`src/rtl/core/dtlv_pkg.sv`:
```
`default_nettype none

package dtlv_pkg;

   localparam int unsigned MAX_LENGTH_OCTETS = 4;

   localparam logic [1:0] ST_OK        = 2'd0;
   localparam logic [1:0] ST_MALFORMED = 2'd1;
   localparam logic [1:0] ST_INVALID   = 2'd2;

   localparam logic [7:0] TAG_NUM_MASK    = 8'h1F;
   localparam logic [7:0] LEN_LONG_FLAG   = 8'h80;
   localparam logic [7:0] CONSTRUCTED_BIT = 8'h20;
   localparam logic [7:0] ANY_TAG         = 8'h00;

endpackage

`default_nettype wire

```
`src/rtl/core/der_tlv_header_parser.sv`:
```
// A transaction passes through the input register, then its result is held in the result register that drives rsp_.
// Throughput: one header byte per cycle; the req_ side stalls only while a result waits.
// A byte that completes or rejects a header gives one result; other bytes give none.
// Reset is synchronous, active high: it drops both valid flags and returns the parser to idle.
`default_nettype none

module der_tlv_header_parser
   import dtlv_pkg::*;
(
   input  wire logic        clock,
   input  wire logic        reset,
   input  wire logic        req_valid,
   output logic             req_ready,
   input  wire logic [7:0]  req_data_byte,
   input  wire logic        req_start_read,
   input  wire logic [7:0]  req_expect_tag,
   input  wire logic        req_require_constructed,
   input  wire logic [31:0] req_bytes_available,
   output logic             rsp_valid,
   input  wire logic        rsp_ready,
   output logic [1:0]       rsp_status,
   output logic [7:0]       rsp_tag_out,
   output logic [31:0]      rsp_value_length,
   output logic [2:0]       rsp_header_length
);

   typedef enum logic [1:0] {
      PH_IDLE,
      PH_FIRST,
      PH_LONG
   } phase_type;

   localparam logic [6:0] MaxOctets = 7'(MAX_LENGTH_OCTETS);

   logic        in_valid_ff;
   logic [7:0]  in_data_ff;
   logic        in_start_ff;
   logic [7:0]  in_expect_ff;
   logic        in_cons_ff;
   logic [31:0] in_avail_ff;

   phase_type   phase_ff,       phase_in;
   logic [7:0]  tag_seen_ff,    tag_seen_in;
   logic [31:0] length_acc_ff,  length_acc_in;
   logic [3:0]  octets_left_ff, octets_left_in;
   logic [31:0] bytes_left_ff,  bytes_left_in;
   logic [2:0]  header_cnt_ff,  header_cnt_in;
   logic        first_oct_ff,   first_oct_in;

   logic        rsp_valid_ff,   rsp_valid_in;
   logic [1:0]  rsp_status_ff,  rsp_status_in;
   logic [7:0]  rsp_tag_ff,     rsp_tag_in;
   logic [31:0] rsp_len_ff,     rsp_len_in;
   logic [2:0]  rsp_hdr_ff,     rsp_hdr_in;

   logic        advance;
   logic        emit;

   assign advance   = in_valid_ff && (!rsp_valid_ff || rsp_ready);
   assign req_ready = !in_valid_ff || advance;

   always_comb begin
      logic [6:0]  n_oct;
      logic [31:0] acc_next;
      logic [31:0] left_next;
      logic [3:0]  oct_next;

      phase_in       = phase_ff;
      tag_seen_in    = tag_seen_ff;
      length_acc_in  = length_acc_ff;
      octets_left_in = octets_left_ff;
      bytes_left_in  = bytes_left_ff;
      header_cnt_in  = header_cnt_ff;
      first_oct_in   = first_oct_ff;
      emit           = 1'b0;
      rsp_status_in  = ST_OK;
      rsp_tag_in     = '0;
      rsp_len_in     = '0;
      rsp_hdr_in     = '0;
      n_oct          = in_data_ff[6:0];
      acc_next       = {length_acc_ff[23:0], in_data_ff};
      left_next      = bytes_left_ff - 32'd1;
      oct_next       = octets_left_ff - 4'd1;

      if (in_start_ff) begin
         phase_in = PH_IDLE;
         if (in_cons_ff && ((in_expect_ff & CONSTRUCTED_BIT) == ANY_TAG)) begin
            emit          = 1'b1;
            rsp_status_in = ST_INVALID;
         end else if ((in_avail_ff < 32'd2)
                      || ((in_data_ff & TAG_NUM_MASK) == TAG_NUM_MASK)
                      || ((in_expect_ff != ANY_TAG) && (in_data_ff != in_expect_ff))) begin
            emit          = 1'b1;
            rsp_status_in = ST_MALFORMED;
         end else begin
            tag_seen_in    = in_data_ff;
            bytes_left_in  = in_avail_ff - 32'd1;
            header_cnt_in  = 3'd1;
            length_acc_in  = '0;
            octets_left_in = '0;
            first_oct_in   = 1'b0;
            phase_in       = PH_FIRST;
         end
      end else begin
         unique case (phase_ff)
            PH_FIRST: begin
               bytes_left_in = left_next;
               header_cnt_in = 3'd2;
               if (in_data_ff < LEN_LONG_FLAG) begin
                  emit     = 1'b1;
                  phase_in = PH_IDLE;
                  if (left_next < {24'd0, in_data_ff}) begin
                     rsp_status_in = ST_MALFORMED;
                  end else begin
                     rsp_tag_in = tag_seen_ff;
                     rsp_len_in = {24'd0, in_data_ff};
                     rsp_hdr_in = 3'd2;
                  end
               end else if ((in_data_ff == LEN_LONG_FLAG) || (n_oct > MaxOctets)
                            || (left_next < {25'd0, n_oct})) begin
                  emit          = 1'b1;
                  phase_in      = PH_IDLE;
                  rsp_status_in = ST_MALFORMED;
               end else begin
                  octets_left_in = n_oct[3:0];
                  length_acc_in  = '0;
                  first_oct_in   = 1'b1;
                  phase_in       = PH_LONG;
               end
            end
            PH_LONG: begin
               if ((first_oct_ff && (in_data_ff == 8'h00))
                   || (length_acc_ff[31:24] != 8'h00)) begin
                  emit          = 1'b1;
                  phase_in      = PH_IDLE;
                  rsp_status_in = ST_MALFORMED;
               end else begin
                  first_oct_in   = 1'b0;
                  length_acc_in  = acc_next;
                  if (bytes_left_ff != 32'd0) begin
                     bytes_left_in = left_next;
                  end
                  header_cnt_in  = header_cnt_ff + 3'd1;
                  if (octets_left_ff != 4'd0) begin
                     octets_left_in = oct_next;
                  end
                  if (octets_left_in == 4'd0) begin
                     emit     = 1'b1;
                     phase_in = PH_IDLE;
                     if ((acc_next < 32'h80) || (bytes_left_in < acc_next)) begin
                        rsp_status_in = ST_MALFORMED;
                     end else begin
                        rsp_tag_in = tag_seen_ff;
                        rsp_len_in = acc_next;
                        rsp_hdr_in = header_cnt_in;
                     end
                  end
               end
            end
            default: begin
               phase_in = PH_IDLE;
            end
         endcase
      end

      if (advance) begin
         rsp_valid_in = emit;
      end else if (rsp_ready) begin
         rsp_valid_in = 1'b0;
      end else begin
         rsp_valid_in = rsp_valid_ff;
      end
   end

   always_ff @(posedge clock) begin
      if (reset) begin
         in_valid_ff    <= 1'b0;
         rsp_valid_ff   <= 1'b0;
         phase_ff       <= PH_IDLE;
         octets_left_ff <= '0;
         first_oct_ff   <= 1'b0;
      end else begin
         if (req_ready) begin
            in_valid_ff <= req_valid;
         end
         if (req_valid && req_ready) begin
            in_data_ff   <= req_data_byte;
            in_start_ff  <= req_start_read;
            in_expect_ff <= req_expect_tag;
            in_cons_ff   <= req_require_constructed;
            in_avail_ff  <= req_bytes_available;
         end
         rsp_valid_ff <= rsp_valid_in;
         if (advance) begin
            phase_ff       <= phase_in;
            tag_seen_ff    <= tag_seen_in;
            length_acc_ff  <= length_acc_in;
            octets_left_ff <= octets_left_in;
            bytes_left_ff  <= bytes_left_in;
            header_cnt_ff  <= header_cnt_in;
            first_oct_ff   <= first_oct_in;
            if (emit) begin
               rsp_status_ff <= rsp_status_in;
               rsp_tag_ff    <= rsp_tag_in;
               rsp_len_ff    <= rsp_len_in;
               rsp_hdr_ff    <= rsp_hdr_in;
            end
         end
      end
   end

   assign rsp_valid         = rsp_valid_ff;
   assign rsp_status        = rsp_status_ff;
   assign rsp_tag_out       = rsp_tag_ff;
   assign rsp_value_length  = rsp_len_ff;
   assign rsp_header_length = rsp_hdr_ff;

   a_err_fields_zero: assert property (@(posedge clock) disable iff (reset)
      rsp_valid_ff && (rsp_status_ff != ST_OK)
         |-> (rsp_tag_ff == 8'h00) && (rsp_len_ff == 32'd0) && (rsp_hdr_ff == 3'd0))
      else $error("error result carries nonzero fields");

   a_status_code: assert property (@(posedge clock) disable iff (reset)
      rsp_valid_ff |-> (rsp_status_ff == ST_OK) || (rsp_status_ff == ST_MALFORMED)
                       || (rsp_status_ff == ST_INVALID))
      else $error("undefined status code");

   a_ok_header_len: assert property (@(posedge clock) disable iff (reset)
      rsp_valid_ff && (rsp_status_ff == ST_OK) && (rsp_hdr_ff == 3'd2)
         |-> (rsp_len_ff < 32'h80))
      else $error("short-form header with long length");

   a_long_has_octets: assert property (@(posedge clock) disable iff (reset)
      (phase_ff == PH_LONG) |-> (octets_left_ff != 4'd0))
      else $error("long-form phase with no length octets pending");

   a_no_emit_drop: assert property (@(posedge clock) disable iff (reset)
      rsp_valid_ff && !rsp_ready |=> rsp_valid_ff)
      else $error("pending result lost");

endmodule

`default_nettype wire
```
`config.mk`:
```
export PLATFORM = sky130hd
export DESIGN_NAME = der_tlv_header_parser
export DESIGN_NICKNAME = d
export VERILOG_FILES = /design/src/rtl/core/dtlv_pkg.sv /design/src/rtl/core/der_tlv_header_parser.sv
export SDC_FILE = /design/constraint.sdc
export NUM_CORES = 1
export LEC_CHECK = 0
export BUFFER_PORTS_ARGS = -buffer_cell sky130_fd_sc_hd__buf_2
export CORE_MARGIN = 3
export CORE_UTILIZATION = 59
export DETAILED_ROUTE_END_ITERATION = 8
export HOLD_SLACK_MARGIN = 0.08
export PLACE_DENSITY = 0.91
export SKIP_LAST_GASP = 1
export SYNTH_ARGS = -nofsm -noshare
export SYNTH_HDL_FRONTEND = slang
export SYNTH_SLANG_ARGS = --single-unit
```
`constraint.sdc`:
```
create_clock -name clock -period 7.39 [get_ports clock]
set_clock_uncertainty 0.1 [all_clocks]
set_input_delay 1.478 -clock clock [delete_from_list [all_inputs] [get_ports clock]]
set_output_delay 1.478 -clock clock [all_outputs]
set_load 0.01 [all_outputs]
```
Word level (Yosys, flattened, before mapping)
Cells that the tools add are included.
{"block": "op_classes", "n_addsub": 4, "magnitude_cmp": 7, "eq_ne": 11, "n_mux": 85, "bitwise": 3, "n_reduce_logical": 31}
{"cell": "32-bit two-way mux", "count": 17}
{"cell": "32-bit one-hot mux with 2 select lines", "count": 3}
{"cell": "32-bit by 1-bit subtractor with 32-bit output (second input constant)", "count": 2}
{"cell": "8-bit two-way mux", "count": 7}
{"cell": "4-bit two-way mux", "count": 10}
{"cell": "32-bit by 2-bit less-than comparator with 1-bit output (second input constant)", "count": 1}
{"cell": "32-bit less-than comparator", "count": 1}
{"cell": "32-bit by 7-bit less-than comparator with 1-bit output", "count": 1}
{"cell": "32-bit by 8-bit less-than comparator with 1-bit output", "count": 1}
{"cell": "32-bit by 8-bit less-than comparator with 1-bit output (second input constant)", "count": 1}
{"cell": "32-bit nonzero test", "count": 1}
{"cell": "1-bit two-way mux", "count": 23}
{"cell": "3-bit two-way mux", "count": 7}
{"cell": "2-bit two-way mux", "count": 10}
{"cell": "8-bit zero test", "count": 2}
{"cell": "8-bit one-hot mux with 2 select lines", "count": 1}
{"cell": "8-bit nonzero test", "count": 2}
{"cell": "3-bit one-hot mux with 2 select lines", "count": 2}
{"cell": "3-bit != test (second input constant)", "count": 3}
{"cell": "8-bit == test (second input constant)", "count": 1}
{"cell": "1-bit logical OR", "count": 8}
{"cell": "8-bit less-than comparator (second input constant)", "count": 1}
{"cell": "8-bit != test", "count": 1}
{"cell": "2-bit one-hot mux with 2 select lines", "count": 2}
{"cell": "23 further kinds", "count": 33}
{"block": "word_totals", "reg_bits": 179, "input_bits": 54, "out_inout_bits": 47, "wordCells": 159}

Longest topological paths before layout
Gate-level depths: netlist of run 1.
{"block": "logic_depth", "word_depth": 13, "depth_mapped": 20, "mapped_depth_nobuf": 17}

Least setup slack after synthesis of run 1
OpenSTA, ideal clock, no wires.
{"block": "synth_timing", "path_type": "input to register", "start": "in reset", "end": "reg in_avail_ff[0] (enable)", "setup_time_ns": 0.530, "arrival_ns": 5.394, "required_time_ns": 6.760, "setup_slack_ns": 1.366, "cell_stages": 2, "path_buffers": 1, "path_cell_list": "clkbuf_1 > nor3b_1"}
{"block": "synth_via", "elab_chain_cells": 2}
{"item": "start, declared", "line_no": "der_tlv_header_parser.sv:11", "rtl": "input wire logic reset,"}
{"item": "1-bit NOT (no source line)"}
{"item": "2-bit AND reduction (no source line)"}
{"item": "end signal, assigned", "line_no": "der_tlv_header_parser.sv:191", "rtl": "in_avail_ff <= req_bytes_available;"}
{"item": "end, declared", "line_no": "der_tlv_header_parser.sv:40", "rtl": "logic [31:0] in_avail_ff;"}
No other way between the ends.
A chain may end at the register's enable or synchronous reset.

Final worst setup path of run 1
{"block": "layout_timing", "start": "reg bytes_left_ff[0]", "end": "reg rsp_tag_ff[5], in the netlist rsp_tag_out[5] (data pin)"}
{"block": "layout_via", "elab_chain_cells": 11, "elab_cells_between_ends": 15, "cone_classes": "add/sub (1); order compare (2); mux (10); reduce/logical (2)"}
{"item": "start, declared", "line_no": "der_tlv_header_parser.sv:46", "rtl": "logic [31:0] bytes_left_ff, bytes_left_in;"}
{"item": "start signal, assigned", "line_no": "der_tlv_header_parser.sv:199", "rtl": "bytes_left_ff <= bytes_left_in;"}
{"item": "32-bit by 1-bit subtractor with 32-bit output or 32-bit nonzero test (tied branches)", "line_no": "der_tlv_header_parser.sv:82, der_tlv_header_parser.sv:140"}
{"item": "32-bit two-way mux", "line_no": "der_tlv_header_parser.sv:140", "rtl": "if (bytes_left_ff != 32'd0) begin"}
{"item": "32-bit two-way mux", "line_no": "der_tlv_header_parser.sv:132", "rtl": "if ((first_oct_ff && (in_data_ff == 8'h00))"}
{"item": "32-bit two-way mux", "line_no": "der_tlv_header_parser.sv:105", "rtl": "unique case (phase_ff)"}
{"item": "32-bit two-way mux", "line_no": "der_tlv_header_parser.sv:85", "rtl": "if (in_start_ff) begin"}
{"item": "32-bit less-than comparator", "line_no": "der_tlv_header_parser.sv:150", "rtl": "if ((acc_next < 32'h80) || (bytes_left_in < acc_next)) begin"}
{"item": "1-bit logical OR", "line_no": "der_tlv_header_parser.sv:150"}
{"item": "8-bit two-way mux", "line_no": "der_tlv_header_parser.sv:150"}
{"item": "8-bit two-way mux", "line_no": "der_tlv_header_parser.sv:147", "rtl": "if (octets_left_in == 4'd0) begin"}
{"item": "8-bit two-way mux", "line_no": "der_tlv_header_parser.sv:132"}
{"item": "8-bit one-hot mux with 2 select lines (*)", "line_no": "der_tlv_header_parser.sv:105"}
{"item": "end signal, assigned", "line_no": "der_tlv_header_parser.sv:204", "rtl": "rsp_tag_ff <= rsp_tag_in;"}
{"item": "end, declared", "line_no": "der_tlv_header_parser.sv:52", "rtl": "logic [7:0] rsp_tag_ff, rsp_tag_in;"}
Every way passes the cells marked *; elsewhere a longest branch is shown, timed or not. The select of a mux whose other input is x is not followed.

==> results.json, run 1 <==
{
  "pin_count": 101,
  "ctsHoldBuffers": 0,
  "synthTopCellsByCount": "170 x edfxtp_1, 108 x nor2_1, 57 x inv_1, 44 x ha_1, 44 x xnor2_1",
  "syn_avg_cell_area_um2": 11.1,
  "num_vias": 6915,
  "path_max_fanout": 34,
  "drt_wl_total_mm": 19.9,
  "period_minus_slack_ns": 5.98,
  "synth_most_common_cell": "edfxtp_1",
  "status": "completed",
  "cts_resized": 0,
  "met1_length_mm": 8.16,
  "final_util": 0.698,
  "post-route-period-util": 0.810,
  "yosys.area.top_type": "edfxtp_1",
  "finalSetupViolCount": 0,
  "routed.top_layer": "met4",
  "cts_tree": "done",
  "grt_max_degree": 51,
  "clkTransAtPathRegs_ns": 0.07,
  "placedCellCount": 1133,
  "grt_pass1_wl_mm": 32.1,
  "numPortBuffers": 100,
  "area_growth_pct": 14.7,
  "met3_length_mm": 1.76,
  "yosys_warnings": 0,
  "peakVddDrop_v": 0.000208,
  "drv_cap": 0,
  "ant_nets": 0,
  "yosysUniqueCellTypes": 61,
  "drive_above_1_share": 0.166,
  "antenna_found_initial": 0,
  "start_util": 0.609,
  "holdCritPathClass": "register to register",
  "place_hpwl_mm": 14.5,
  "routed_via_density": 5.94,
  "cp-start-kind": "register",
  "dr.pass1.iters": 5,
  "r2r_cells": 15,
  "final_cells": 1165,
  "synthCells": 841,
  "required_ns": 7.48,
  "async_flop_share": 0,
  "tns_ns": 0,
  "htreeDepth": 4,
  "cts_buffers": 17,
  "seq_area_frac_synth": 0.565,
  "grt_pass1_vias": 6514,
  "relSlewSlack": 0.251,
  "dr_wl_met2_mm": 9.50,
  "drv_slew": 0,
  "critPathCaptureType": "register",
  "wl_per_cell_um": 17.1,
  "whs_endpoint": "phase_ff[1]",
  "leakagePower_nw": 3.92,
  "fill_cells": 1029,
  "clock-root-buffer": "clkbuf_16",
  "clk_latency_ns": 0.44,
  "drt_drc_violations_left": 0,
  "grt_overflow": 0,
  "worst_pin_slew_ns": 1.12,
  "r2r_slack_ns": 1.41,
  "worstPathArrival_ns": 6.07,
  "core_um2": 15400,
  "hold_depth": 2,
  "drt_iter0_drc": 712,
  "synthTopCellsByArea": "edfxtp_1 55%, ha_1 5.9%, nor2_1 4.3%",
  "synth-seq-cells": 179,
  "rsz0062_at_grt": "false",
  "synth_edf_count": 170,
  "die_area_um2": 17400,
  "clock_sinks": 179,
  "die_y_um": 132,
  "synth_flop_cell": "edfxtp_1",
  "post_cts_buffers": 0,
  "grt_usage": 0.230,
  "die_w_um": 132,
  "p_per_area_nw_per_um2": 200,
  "syn_nets": 939,
  "hold_viol_final": 0,
  "place_congestion": 0.964,
  "syn_area_um2": 9360,
  "place_area_um2": 10100,
  "netlist.area_leader.share": 0.545,
  "clock_path_buffers": 2,
  "critPathKind": "register to register",
  "layout.nets": 1039,
  "n_antenna_cell": 0,
  "min_from": "phase_ff[1]",
  "worstReg2RegEnd": "rsp_tag_out[5]",
  "rows": 45,
  "r2r-start": "bytes_left_ff[0]",
  "postLayoutCellArea_um2": 10700,
  "fmax_mhz": 167
}
-- layout make-up --
cell class / instances / area, um^2 / area share
flip-flops and latches: 179 / 5290 / 0.492
multi-input cells: 578 / 3780 / 0.352
well taps: 211 / 264 / 0.0246
clock buffers: 18 / 439 / 0.0409
repair buffers: 107 / 553 / 0.0515
inverters: 58 / 218 / 0.0203
clock inverters: 14 / 198 / 0.0184
-- placed cells by master, fill, tap and decap left out, types with 8 or more instances in the layout --
cell,Yosys,final
edfxtp_1,170,170
and3_1,18,18
o21ai_0,36,36
nand2b_1,8,8
nor3_1,28,28
xnor2_1,44,44
nand3_1,13,13
a21oi_1,20,20
inv_1,57,57
or4_1,11,11
nand4_1,18,18
clkbuf_16,0,17
xor2_1,23,23
or3_1,24,24
buf_2,3,100
dfxtp_1,9,9
and2_1,27,27
o22ai_1,9,9
o31ai_1,10,10
nor4_1,31,30
ha_1,44,44
nand2_1,40,40
nor2_1,108,107
-- power by group --
part	leakage [nW]	internal (mW)	switching, mW	total (mW)
logic	1.96	0.0286	0.0354	0.0640
registers	1.66	1.12	0.0141	1.13
clock network	0.295	0.553	0.395	0.948
-- sequential cells by signal, summed over array words and instances, names as in the netlist, 4 cells and up --
| signal | cells |
|---|---|
| tag_seen_ff | 8 |
| rsp_tag_out | 8 |
| in_avail_ff | 32 |
| octets_left_ff | 4 |
| in_data_ff | 8 |
| in_expect_ff | 8 |
| length_acc_ff | 32 |
| rsp_value_length | 32 |
| bytes_left_ff | 32 |
-- how the worst max path moves through the flow --
stage / cells past startpoint / from / end
2_1_floorplan: 2 / reset / in_avail_ff[0]
3_3_place_gp: 15 / bytes_left_ff[0] / rsp_value_length[30]
3_5_place_dp: 15 / bytes_left_ff[0] / rsp_tag_out[5]
4_1_cts: 15 / bytes_left_ff[0] / rsp_value_length[1]
5_1_grt: 15 / bytes_left_ff[0] / rsp_value_length[20]
6_report: 15 / bytes_left_ff[0] / rsp_tag_out[5]
-- cell families (layout without fill, tap and decap cells) --
family	Yosys count	count (layout)	share of synthesized area
and+or+nand+nor	348	348	0.195
DFF	179	179	0.565
AOI/OAI and AO/OA	115	115	0.0795
xor gates and xnor gates	67	67	0.0627
muxes	4	4	0.00441
adders and majority gates	44	44	0.0588
buffers and inverters	84	197	0.0349
-- routing by layer --
layer | vias to the layer above | GRT usage
met5 | - | 0
met4 | 0 | 0.107
met3 | 45 | 0.0523
met2 | 351 | 0.363
met1 | 3202 | 0.307
li1 | 3317 | -
-- metrics by stage --
step | total power [mW] | worst slack [ns] | hold slack (ns)
finish | 2.15 | 1.41 | 0.376
detailed placement | 1.22 | 1.54 | 0.364
floorplan | 1.19 | 1.37 | 0.324
global placement | 1.21 | 1.79 | 0.358
global route | 2.20 | 1.06 | 0.420
CTS | 2.16 | 1.53 | 0.373
-- worst max-delay path, stage by stage (launching register included) --
cell	delay, ns
edfxtp_1	0.45
inv_1	0.19
ha_1	0.24
or4b_1	0.51
or4_1	0.68
nor3_4	0.92
nor2_1	0.17
ha_1	0.36
a211oi_1	0.27
o211ai_1	0.14
a22oi_1	0.18
o21ai_0	0.18
and2_1	0.19
o311ai_1	0.56
o21ai_2	0.30
and3_1	0.28
Power figures use the tool's default switching activity.
==> run 2: changes to the inputs <==
CORE_UTILIZATION = 54   (was 59)
PLACE_DENSITY = 0.88   (was 0.91)
clock period = 5.24 ns   (was 7.39 ns; I/O delays follow)
==> results.json, run 2 (synthesis results as in run 1) <==
{
  "status": "completed",
  "grt_overflow": 0,
  "cp_cell_sequence": "inv_1 > ha_1 > or4b_1 > or4_1 > or2_1 > nor4_2 > xnor2_1 > nor2_1 > ha_1 > a211oi_1 > o211ai_1 > a22oi_1 > o21ai_1 > and2_1 > o311ai_4 > o21ai_4 > and3_1",
  "die_w_um": 138,
  "use_met3": 0.0464,
  "path_max_fanout": 15,
  "drv_cap": 0,
  "critPathKind": "register to register",
  "tns_ns": 0,
  "dr.pass1.iters": 5,
  "layout.nets": 1049,
  "rsz0062_at_grt": "false",
  "drt_drc_violations_left": 0,
  "worst_path_dominant_cell_family": "simple AND/OR/NAND/NOR gates",
  "die_area_um2": 18900,
  "worstPathArrival_ns": 5.01,
  "drt_wl_total_mm": 20.3,
  "required_ns": 5.33,
  "mostFrequentLayoutCells": "170 x edfxtp_1, 106 x nor2_1, 100 x buf_2",
  "slowest_stage": "or4_1",
  "grtUsageMet1": 0.295,
  "finalSetupViolCount": 0,
  "place_congestion": 0.912,
  "pin_count": 101,
  "crit_top_cell": "ha_1",
  "area_growth_pct": 16.4,
  "fin_total_pwr_mw": 3.04,
  "rows": 47,
  "ant_nets": 0,
  "crit_buf_inv": 1,
  "cpPeakStageDelay_ns": 0.61,
  "place_hpwl_mm": 14.7,
  "n_antenna_cell": 0,
  "grt_pass1_vias": 6612,
  "place_area_um2": 10200,
  "wl_per_cell_um": 17.2,
  "ctsHoldBuffers": 0,
  "core_um2": 16800,
  "grt_usage": 0.220,
  "whs_ns": 0.380,
  "postLayoutCellArea_um2": 10900,
  "clk_latency_ns": 0.44,
  "clock_sinks": 179,
  "num_vias": 6977,
  "start_util": 0.558,
  "fmax_mhz": 203,
  "clock-root-buffer": "clkbuf_16",
  "post-route-period-util": 0.940,
  "routed_via_density": 5.89,
  "numPortBuffers": 100,
  "clock_path_buffers": 2,
  "relSlewSlack": 0.136,
  "cp-start-kind": "register",
  "period_minus_slack_ns": 4.93,
  "antenna_found_initial": 0,
  "drt_iter0_drc": 667,
  "htreeDepth": 4,
  "worst_pin_slew_ns": 1.29,
  "die_y_um": 138,
  "grt_pass1_wl_mm": 32.3,
  "peakVddDrop_v": 0.000296,
  "top_usage_layer": "met2",
  "cts_tree": "done",
  "drv_slew": 0,
  "holdCritPathClass": "register to register",
  "critPathCaptureType": "register",
  "p_per_area_nw_per_um2": 279,
  "grt_max_degree": 51,
  "layout_commonest_cell": "edfxtp_1",
  "grt_use_met2": 0.358,
  "leakagePower_nw": 3.99,
  "cts_buffers": 17,
  "hold_viol_final": 0,
  "fill_cells": 1231,
  "clkTransAtPathRegs_ns": 0.07,
  "drive_above_1_share": 0.178
}
[run 2: cell type report]
cell class                      count  area, um^2  area share
Sequential cell                   179        5290       0.485
Timing Repair Buffer              116         633      0.0581
Tap cell                          220         275      0.0253
Clock inverter                     15         216      0.0199
Multi-Input combinational cell    579        3840       0.353
Clock buffer                       17         425      0.0390
Inverter                           58         218      0.0200
[run 2: power breakdown]
part           leakage (nW)  switching, mW  internal, mW
Clock                 0.310          0.580         0.773
Combinational          2.02         0.0503        0.0413
Sequential             1.66         0.0201          1.58
[run 2: worst paths after layout]
check | endpoint | slack [ns] | cells after the start | startpoint
max reg2reg | rsp_value_length[0] | 0.31 | 17 | bytes_left_ff[0]
min reg2reg | phase_ff[1] | 0.38 | 2 | phase_ff[1]
max | rsp_value_length[0] | 0.31 | 17 | bytes_left_ff[0]
min | phase_ff[1] | 0.38 | 2 | phase_ff[1]
[run 2: per-stage QoR]
step                      worst slack [ns]  utilization  instances
after floorplan                      0.206            -        841
after global placement               0.238        0.608       1150
after detailed placement            0.0717        0.608       1150
after CTS                           0.0601        0.646       1182
after global routing                0.0276        0.650       1184
final                                0.313        0.650       1184
[run 2: repair_timing]
action,in CTS,in global routing
endpoints found under the setup margin,0,40
buffers inserted,0,1
resized for setup,0,8
[run 2: per-layer routing]
layer	up-vias	share of wire	routed length (um)
li1	3335	-	-
met1	3281	0.43	8670
met2	324	0.48	9680
met3	37	0.079	1600
met4	0	0.018	369
met5	-	0	0
[run 2: tightest hold or removal path, cell delays in order (launching register included)]
cell and delay (ns):
dfxtp_1 0.33, nand2_1 0.06, a21oi_1 0.05
==> run 3: changes to the inputs <==
CORE_UTILIZATION = 50   (was 54)
PLACE_DENSITY = 0.83   (was 0.88)
==> results.json, run 3 (synthesis results as in run 1) <==
{
  "start_util": 0.516,
  "ctsHoldBuffers": 0,
  "whs_ns": 0.395,
  "n_antenna_cell": 0,
  "drv_slew": 0,
  "grt_usage": 0.207,
  "relSlewSlack": 0.134,
  "finalSetupViolCount": 0,
  "cts_buffers": 17,
  "layout.nets": 1050,
  "min_from": "phase_ff[1]",
  "tns_ns": 0,
  "clock-root-buffer": "clkbuf_16",
  "layout_commonest_cell": "edfxtp_1",
  "r2r-start": "bytes_left_ff[0]",
  "die_area_um2": 20400,
  "worstPathArrival_ns": 5.15,
  "clkTransAtPathRegs_ns": 0.07,
  "rsz0062_at_grt": "true",
  "clock_sinks": 179,
  "worst_pin_slew_ns": 1.30,
  "drive_above_1_share": 0.179,
  "grt_pass1_vias": 6601,
  "place_hpwl_mm": 15.0,
  "path_max_fanout": 4,
  "pin_count": 101,
  "hold_depth": 2,
  "final_util": 0.602,
  "hold_viol_final": 0,
  "wl_per_cell_um": 17.3,
  "drt_wl_total_mm": 20.7,
  "holdCritPathClass": "register to register",
  "fin_total_pwr_mw": 3.05,
  "mostFrequentLayoutCells": "170 x edfxtp_1, 107 x nor2_1, 100 x buf_2",
  "leakagePower_nw": 4.00,
  "critPathCaptureType": "register",
  "fill_cells": 1434,
  "multi_input_area_um2": 3850,
  "cts_tree": "done",
  "whs_endpoint": "phase_ff[1]",
  "area_growth_pct": 16.6,
  "grt_max_degree": 51,
  "worstReg2RegEnd": "rsp_header_length[2]",
  "fmax_mhz": 199,
  "drt_drc_violations_left": 0,
  "grt_pass1_wl_mm": 33.1,
  "core_um2": 18100,
  "post-route-period-util": 0.960,
  "die_w_um": 143,
  "r2r_slack_ns": 0.21,
  "critPathKind": "register to register",
  "r2r_cells": 16,
  "clk_latency_ns": 0.44,
  "status": "completed",
  "place_congestion": 0.941,
  "p_per_area_nw_per_um2": 279,
  "regArea_um2": 5290,
  "required_ns": 5.36,
  "die_y_um": 143,
  "numPortBuffers": 100,
  "layout_setup_ws_ns": 0.209,
  "post_cts_buffers": 0,
  "num_vias": 6939,
  "drt_iter0_drc": 807,
  "cp-start-kind": "register",
  "place_area_um2": 10200,
  "final_cells": 1194,
  "placedCellCount": 1161,
  "antenna_found_initial": 0,
  "clock_path_buffers": 2,
  "grt_overflow": 0,
  "drv_cap": 0,
  "period_minus_slack_ns": 5.03,
  "rows": 49,
  "ant_nets": 0,
  "htreeDepth": 4,
  "dr.pass1.iters": 6,
  "routed_via_density": 5.81,
  "peakVddDrop_v": 0.000258,
  "postLayoutCellArea_um2": 10900,
  "dpl_worst_slack_ns": 0.0537
}
-- run 3: cell count changes in the layout (fill, tap and decap cells not counted), moves of 2 or more --
cell	before	now
clkinv_4	4	0
clkinv_2	0	2
inv_6	2	5
clkinv_8	2	0
-- run 3: where the power goes --
group	internal [mW]	switching, mW
clock	0.782	0.574
sequential	1.58	0.0203
combinational	0.0412	0.0505
-- run 3: cell type report --
cell class / instances / share of cell area
Multi-Input combinational cell: 579 / 0.352
Timing Repair Buffer: 117 / 0.0598
Clock inverter: 14 / 0.0173
Tap cell: 229 / 0.0262
Inverter: 58 / 0.0199
Sequential cell: 179 / 0.484
Clock buffer: 18 / 0.0402
-- run 3: worst max-delay path by stage --
stage	start	slack, ns	end	depth (start not counted)
after floorplan	bytes_left_ff[0]	0.21	rsp_tag_out[0]	19
after global placement	bytes_left_ff[3]	0.22	rsp_value_length[27]	14
after detailed placement	bytes_left_ff[0]	0.05	rsp_tag_out[6]	17
after CTS	bytes_left_ff[3]	0.11	rsp_value_length[20]	14
after global routing	bytes_left_ff[0]	-0.06	rsp_header_length[2]	16
final	bytes_left_ff[0]	0.21	rsp_header_length[2]	16
-- run 3: routing by layer --
metal	wire length (um)	GRT usage	vias up
li1	-	-	3341
met5	0	0	-
met2	9860	0.330	331
met4	380	0.0690	0
met3	1520	0.0506	34
met1	8940	0.281	3233
-- run 3: what timing repair did --
item	in CTS	in global routing
resized for setup	1	6
pin swaps	0	1
setup endpoints to repair	1	39
cloned	0	1
-- run 3: worst max-delay path, cell delays in order (launching register included) --
cell,delay (ns)
edfxtp_1,0.40
inv_1,0.16
ha_1,0.22
or4b_1,0.47
or4_1,0.61
or2_1,0.34
nor3_1,0.25
xnor2_1,0.18
nor2_1,0.07
ha_1,0.27
nand4_1,0.09
nor2_1,0.32
nand2_1,0.08
o21ai_0,0.37
a41oi_2,0.18
or2_2,0.41
nor4_1,0.30
